File: config.mk
export PLATFORM = sky130hd
export DESIGN_NAME = sef_kernel
export DESIGN_NICKNAME = d
export VERILOG_FILES = /design/src/hw/rtl/sobel_edge_filter_assert.svh /design/src/hw/rtl/sef_pkg.sv /design/src/hw/rtl/sef_isqrt.sv /design/src/hw/rtl/sef_kernel.sv
export SDC_FILE = /design/constraint.sdc
export NUM_CORES = 2
export LEC_CHECK = 0
export BUFFER_PORTS_ARGS = -buffer_cell sky130_fd_sc_hd__buf_2
export CORE_ASPECT_RATIO = 2
export CORE_MARGIN = 2
export CORE_UTILIZATION = 40
export CTS_CLUSTER_SIZE = 28
export DETAILED_ROUTE_END_ITERATION = 10
export REMOVE_ABC_BUFFERS = 1
export SYNTH_ARGS = -nofsm -noshare
export SYNTH_HDL_FRONTEND = slang
export SYNTH_SLANG_ARGS = --single-unit
File: constraint.sdc
create_clock -name i_clk -period 11.2 [get_ports i_clk]
set_input_delay 2.24 -clock i_clk [delete_from_list [all_inputs] [get_ports i_clk]]
set_output_delay 2.24 -clock i_clk [all_outputs]
set_load 0.05 [all_outputs]
File: src/hw/rtl/sobel_edge_filter_assert.svh
// Assertion macros for the edge filter
`ifndef SOBEL_EDGE_FILTER_ASSERT_SVH
`define SOBEL_EDGE_FILTER_ASSERT_SVH
`define SEF_ASSERT_IMPL(label, clk, rst_n, ante, cons, msg) \
    label: assert property (@(posedge clk) disable iff (!rst_n) (ante) |-> (cons)) \
        else $error(msg);
`define SEF_ASSERT_NEXT(label, clk, rst_n, ante, cons, msg) \
    label: assert property (@(posedge clk) disable iff (!rst_n) (ante) |=> (cons)) \
        else $error(msg);
`endif

File: src/hw/rtl/sef_pkg.sv
// Shared types, constants and arithmetic helpers of the edge filter
`default_nettype none
package sef_pkg;
    localparam int MAX_WIDTH_DEF = 1024;
    localparam int PIX_W = 24;
    localparam int CFG_IDX_W = 2;
    localparam logic [CFG_IDX_W-1:0] REG_LINE_WIDTH = 2'd0;
    localparam logic [CFG_IDX_W-1:0] REG_EDGE_MODE = 2'd1;
    localparam logic [CFG_IDX_W-1:0] REG_KERNEL = 2'd2;
    localparam logic [10:0] LINE_WIDTH_RST = 11'd640;
    localparam logic [35:0] KERNEL_RST = 36'hFEF000121;

    // control from pixel front end to the filter datapath
    typedef struct packed {
        logic emit;
        logic row_end;
    } t_win_ctl;

    // clamp a signed kernel sum into a byte
    function automatic logic [7:0] clamp_byte(input logic signed [15:0] v);
        logic [7:0] r;
        if (v < 0) begin
            r = 8'd0;
        end else if (v > 16'sd255) begin
            r = 8'd255;
        end else begin
            r = v[7:0];
        end
        return r;
    endfunction
endpackage
`default_nettype wire

File: src/hw/rtl/sef_isqrt.sv
// Iterative integer square root, one result bit per cycle
`default_nettype none
module sef_isqrt (
    input  wire logic        i_clk,
    input  wire logic        i_rst_n,
    input  wire logic        i_start,
    input  wire logic [16:0] i_x,
    output logic             o_done,
    output logic [7:0]       o_root
);
    logic [16:0] r_rem, n_rem;
    logic [16:0] r_res, n_res;
    logic [3:0]  r_step, n_step;
    logic        r_busy, n_busy;
    logic [18:0] trial;
    logic [16:0] bitv;

    // bit = 4^step; the partial result runs as wide as the operand, the root is capped to 8
    assign bitv = 17'd1 << {r_step, 1'b0};
    assign trial = {2'b00, r_rem} - ({2'b00, r_res} + {2'b00, bitv});

    always_comb begin
        n_rem = r_rem;
        n_res = r_res;
        n_step = r_step;
        n_busy = r_busy;
        o_done = 1'b0;
        if (i_start) begin
            n_rem = i_x;
            n_res = 17'd0;
            n_step = 4'd8;
            n_busy = 1'b1;
        end else if (r_busy) begin
            if (!trial[18]) begin
                n_rem = trial[16:0];
                n_res = (r_res >> 1) + bitv;
            end else begin
                n_res = r_res >> 1;
            end
            if (r_step == 4'd0) begin
                n_busy = 1'b0;
                o_done = 1'b1;
            end else begin
                n_step = r_step - 4'd1;
            end
        end
    end

    always_ff @(posedge i_clk) begin
        if (!i_rst_n) begin
            r_busy <= 1'b0;
        end else begin
            r_busy <= n_busy;
        end
        r_rem <= n_rem;
        r_res <= n_res;
        r_step <= n_step;
    end

    assign o_root = (n_res > 17'd255) ? 8'd255 : n_res[7:0];
endmodule
`default_nettype wire

File: src/hw/rtl/sef_kernel.sv
// Per-channel 3x3 kernel sums, clamping and gradient magnitude
`default_nettype none
module sef_kernel (
    input  wire logic                       i_clk,
    input  wire logic                       i_rst_n,
    input  wire logic                       i_start,
    input  wire logic [sef_pkg::PIX_W-1:0]  i_win [9],
    input  wire logic                       i_mode,
    input  wire logic [35:0]                i_coeffs,
    output logic                            o_done,
    output logic [sef_pkg::PIX_W-1:0]       o_pix
);
    logic [7:0]  r_a [3];
    logic [7:0]  r_b [3];
    logic [7:0]  r_out [3];
    logic [1:0]  r_ch, n_ch;
    logic [1:0]  r_st, n_st;
    logic        r_done, n_done;
    logic [7:0]  a_c [3];
    logic [7:0]  b_c [3];
    logic [7:0]  p_c [3];
    logic        sq_start, sq_done;
    logic [16:0] sq_x;
    logic [7:0]  sq_root;
    logic [7:0]  cur_a, cur_b;

    localparam logic [1:0] ST_IDLE = 2'd0;
    localparam logic [1:0] ST_SQRT = 2'd1;
    localparam logic [1:0] ST_WAIT = 2'd2;

    always_comb begin
        logic signed [15:0] sp, sa, sb, px;
        logic signed [4:0]  k;
        for (int ch = 0; ch < 3; ch++) begin
            sp = '0;
            for (int i = 0; i < 9; i++) begin
                px = 16'(signed'({1'b0, i_win[i][8*ch +: 8]}));
                k = 5'(signed'(i_coeffs[4*i +: 4]));
                sp = sp + px * 16'(k);
            end
            sa = 16'(signed'({1'b0, i_win[0][8*ch +: 8]}))
               + 16'(signed'({1'b0, i_win[1][8*ch +: 8], 1'b0}))
               + 16'(signed'({1'b0, i_win[2][8*ch +: 8]}))
               - 16'(signed'({1'b0, i_win[6][8*ch +: 8]}))
               - 16'(signed'({1'b0, i_win[7][8*ch +: 8], 1'b0}))
               - 16'(signed'({1'b0, i_win[8][8*ch +: 8]}));
            sb = 16'(signed'({1'b0, i_win[2][8*ch +: 8]}))
               + 16'(signed'({1'b0, i_win[5][8*ch +: 8], 1'b0}))
               + 16'(signed'({1'b0, i_win[8][8*ch +: 8]}))
               - 16'(signed'({1'b0, i_win[0][8*ch +: 8]}))
               - 16'(signed'({1'b0, i_win[3][8*ch +: 8], 1'b0}))
               - 16'(signed'({1'b0, i_win[6][8*ch +: 8]}));
            p_c[ch] = sef_pkg::clamp_byte(sp);
            a_c[ch] = sef_pkg::clamp_byte(sa);
            b_c[ch] = sef_pkg::clamp_byte(sb);
        end
    end

    assign cur_a = r_a[r_ch];
    assign cur_b = r_b[r_ch];
    assign sq_x = ({9'd0, cur_a} * {9'd0, cur_a}) + ({9'd0, cur_b} * {9'd0, cur_b});
    assign sq_start = (r_st == ST_SQRT);

    sef_isqrt u_isqrt (
        .i_clk  (i_clk),
        .i_rst_n(i_rst_n),
        .i_start(sq_start),
        .i_x    (sq_x),
        .o_done (sq_done),
        .o_root (sq_root)
    );

    // done stays high until the next start, once every channel is in r_out
    always_comb begin
        n_st = r_st;
        n_ch = r_ch;
        n_done = r_done;
        case (r_st)
            ST_IDLE: begin
                if (i_start) begin
                    n_done = !i_mode;
                    if (i_mode) begin
                        n_st = ST_SQRT;
                        n_ch = 2'd0;
                    end
                end
            end
            ST_SQRT: n_st = ST_WAIT;
            ST_WAIT: begin
                if (sq_done) begin
                    if (r_ch == 2'd2) begin
                        n_st = ST_IDLE;
                        n_done = 1'b1;
                    end else begin
                        n_ch = r_ch + 2'd1;
                        n_st = ST_SQRT;
                    end
                end
            end
            default: n_st = ST_IDLE;
        endcase
    end

    always_ff @(posedge i_clk) begin
        if (!i_rst_n) begin
            r_st <= ST_IDLE;
            r_ch <= 2'd0;
            r_done <= 1'b0;
        end else begin
            r_st <= n_st;
            r_ch <= n_ch;
            r_done <= n_done;
        end
        if (i_start) begin
            for (int c = 0; c < 3; c++) begin
                r_a[c] <= a_c[c];
                r_b[c] <= b_c[c];
                r_out[c] <= p_c[c];
            end
        end else if (sq_done) begin
            r_out[r_ch] <= sq_root;
        end
    end

    assign o_done = r_done;
    assign o_pix = {r_out[2], r_out[1], r_out[0]};
endmodule
`default_nettype wire

==> metrics.txt <==
cell count of the worst reg-to-reg path 22; vias in the first global route 43370; Root Driver clkbuf_16; drt pass-1 iters 6; synth warn 0; total negative setup slack 0 ns; Reg clk slew, reported paths 0.06 ns; post_cts resized 0; hold path endpoint o_done; largest net degree at the start of global routing 54; max_cap viols 0; final-report hold violation count 0; Worst Max-Slew Pin Slew 1.429 ns; Initial Utilization 40.13%; # setup viols final 0; CTS Buffer Depth 2; R2R setup slack 3.49 ns; die area 0.1301 mm^2; core area 0.1266 mm^2; synthesized flop and latch total 118; unrepaired setup endpoints after global routing false; GRT met1 Usage 28.50%; most frequent cells in the layout inv_1 (1605), fa_1 (1114), ha_1 (535); Filler cells 12610; M3 GR Usage 6.303%; Die X-Extent 256.0 um; H-tree depth 4; GR Util All Layers 29.91%; synth top area cells fa_1 (44%), ha_1 (13%), inv_1 (12%); Post-synth EDFFs 89; CP Launch Type primary input; CTS tree built; vias per inst 5.217; WHS Path Cells 2; asr flop ratio synth 0%; Fmax achieved 101.1 MHz; HP Start o_done; CTS Buf Count 17; Routed WL 190400 um; Area Growth Syn to Fin 8.131%; DP HPWL 164400 um; share of post-route cells with drive strength above 1 7.172%; routability cong. 1.037; Final Cycle Share 88.32%; sequential area share after synthesis 6.403%; Critical Path AT 10.08 ns; commonest non-fill, non-tap cell in the layout inv_1; R2R Path End u_isqrt.r_rem[15]; Rel. slew slack 3.949%; Worst-Skew Late Latency 0.45 ns; first-pass GRT wire length 276800 um; IO Port Bufs 280; Post-CTS Setup Bufs 0; Synth Area per Inst 9.135 um^2; DRT iter0 DRCs 2274; Synth cell types 84; post-synth top area share 43.89%; Min-Delay Path Class flop to flop; M2 GR Usage 52.25%; global route hottest layer met2; hold buffers post-CTS 0; final net count 7720; io pins 281; grt total ovfl 0; Crit Path Max Fanout 24; DRC 0; cell area after synthesis 0.05081 mm^2; CTS sink cnt 118; Critical Path RT 11.39 ns; max-slew violations 0; crit end category flop; Via Count 39300; main flop type after synthesis edfxtp_1; Clock Skews 0.01859 ns; Period minus WS final 9.892 ns; Setup CP Type primary input to flop; final antenna-violating net count 0; initial antenna violation count 46; post-synth top area cell fa_1; overall die height 508.0 um; cell row count 185; cells after synthesis 5562; outcome complete, no violations; routed len/inst 25.28 um
-- layer usage --
layer	vias up	routed length (um)
met1	19830	59080
met5	-	154
li1	17080	-
met2	1621	93880
met4	22	24640
met3	741	12670
-- cell usage after synthesis (10+ instances only) --
| library cell | n |
|---|---|
| clkbuf_1 | 86 |
| nand2b_1 | 77 |
| o21a_1 | 21 |
| edfxtp_1 | 89 |
| inv_1 | 1605 |
| mux2i_1 | 29 |
| nand3_1 | 27 |
| nand2_1 | 432 |
| o21ai_0 | 108 |
| a21o_1 | 48 |
| and2_1 | 397 |
| nand4_1 | 15 |
| nor3_1 | 31 |
| nor2b_1 | 63 |
| xnor2_1 | 134 |
| a31oi_1 | 17 |
| xor2_1 | 60 |
| dfxtp_1 | 29 |
| o21bai_1 | 29 |
| ha_1 | 535 |
| fa_1 | 1114 |
| nor2_1 | 236 |
| a21oi_1 | 189 |
| nor4_1 | 10 |
-- worst max path at each step --
| stage | from | end | slack [ns] | cells after the start |
|---|---|---|---|---|
| floorplan | i_coeffs[3] | r_out[1][6] | 1.92 | 25 |
| global placement | i_coeffs[0] | r_out[1][6] | 1.02 | 25 |
| detailed placement | i_coeffs[0] | r_out[1][6] | 0.87 | 25 |
| CTS | i_coeffs[0] | r_out[1][6] | 1.33 | 25 |
| global route | i_coeffs[0] | r_out[0][2] | 0.94 | 24 |
| finish | i_coeffs[0] | r_out[1][6] | 1.31 | 25 |
-- final cells by class --
| class | count | area (um^2) | share of cell area [%] |
|---|---|---|---|
| Timing Repair Buffer | 330 | 1777 | 3.234 |
| Clock inverter | 15 | 158.9 | 0.2892 |
| Inverter | 1609 | 6040 | 10.99 |
| Sequential cell | 118 | 3253 | 5.921 |
| Multi-Input combinational cell | 3739 | 41130 | 74.86 |
| Tap cell | 1683 | 2106 | 3.833 |
| Clock buffer | 17 | 425.4 | 0.7743 |
| Antenna cell | 22 | 55.05 | 0.1002 |
-- per-stage QoR --
step                      worst slack (ns)  cell area, um^2  cells  utilization (%)  hold slack, ns
after floorplan                      1.917            50420   5466                -          0.4767
after global placement               1.024            54300   7479            42.89          0.5342
after detailed placement            0.8700            54300   7479            42.89          0.5421
after CTS                            1.331            54890   7511            43.35          0.5537
after global routing                0.9365            54900   7517            43.36          0.5906
final                                1.308            54940   7533            43.39          0.5542
-- worst max-delay path, stage by stage --
cell      delay (ns)
buf_2           0.53
nand2_1         0.17
fa_1            0.53
fa_1            0.51
inv_1           0.05
fa_1            0.54
fa_1            0.57
inv_1           0.06
fa_1            0.49
fa_1            0.51
fa_1            0.49
inv_1           0.05
fa_1            0.45
ha_1            0.23
fa_1            0.45
a21o_1          0.19
a21oi_1         0.23
nor2b_1         0.09
o21ai_0         0.18
nand2b_1        0.10
o21ai_0         0.16
a211oi_1        0.10
or3_1           0.35
a211o_1         0.42
o221a_2         0.34
-- state kept, by name, indices dropped and copies added (netlist names), 2 cells and up, named ones only --
register and flops:
r_a 24, r_b 24, r_out 24, u_isqrt.r_rem 17, u_isqrt.r_res 17, u_isqrt.r_step 4, r_ch 2, r_st 2
-- logic make-up after synthesis --
| family | synth area share, % |
|---|---|
| DFF | 6.403 |
| xor gates and xnor gates | 3.344 |
| adders and majority gates | 57.07 |
| muxes | 0.6156 |
| AOI/OAI and AO/OA | 6.952 |
| buffers and inverters | 12.66 |
| and+or+nand+nor | 12.96 |
Power is not shown: default switching activity piles up to over one toggle a cycle in this logic, so the estimate is an artifact.
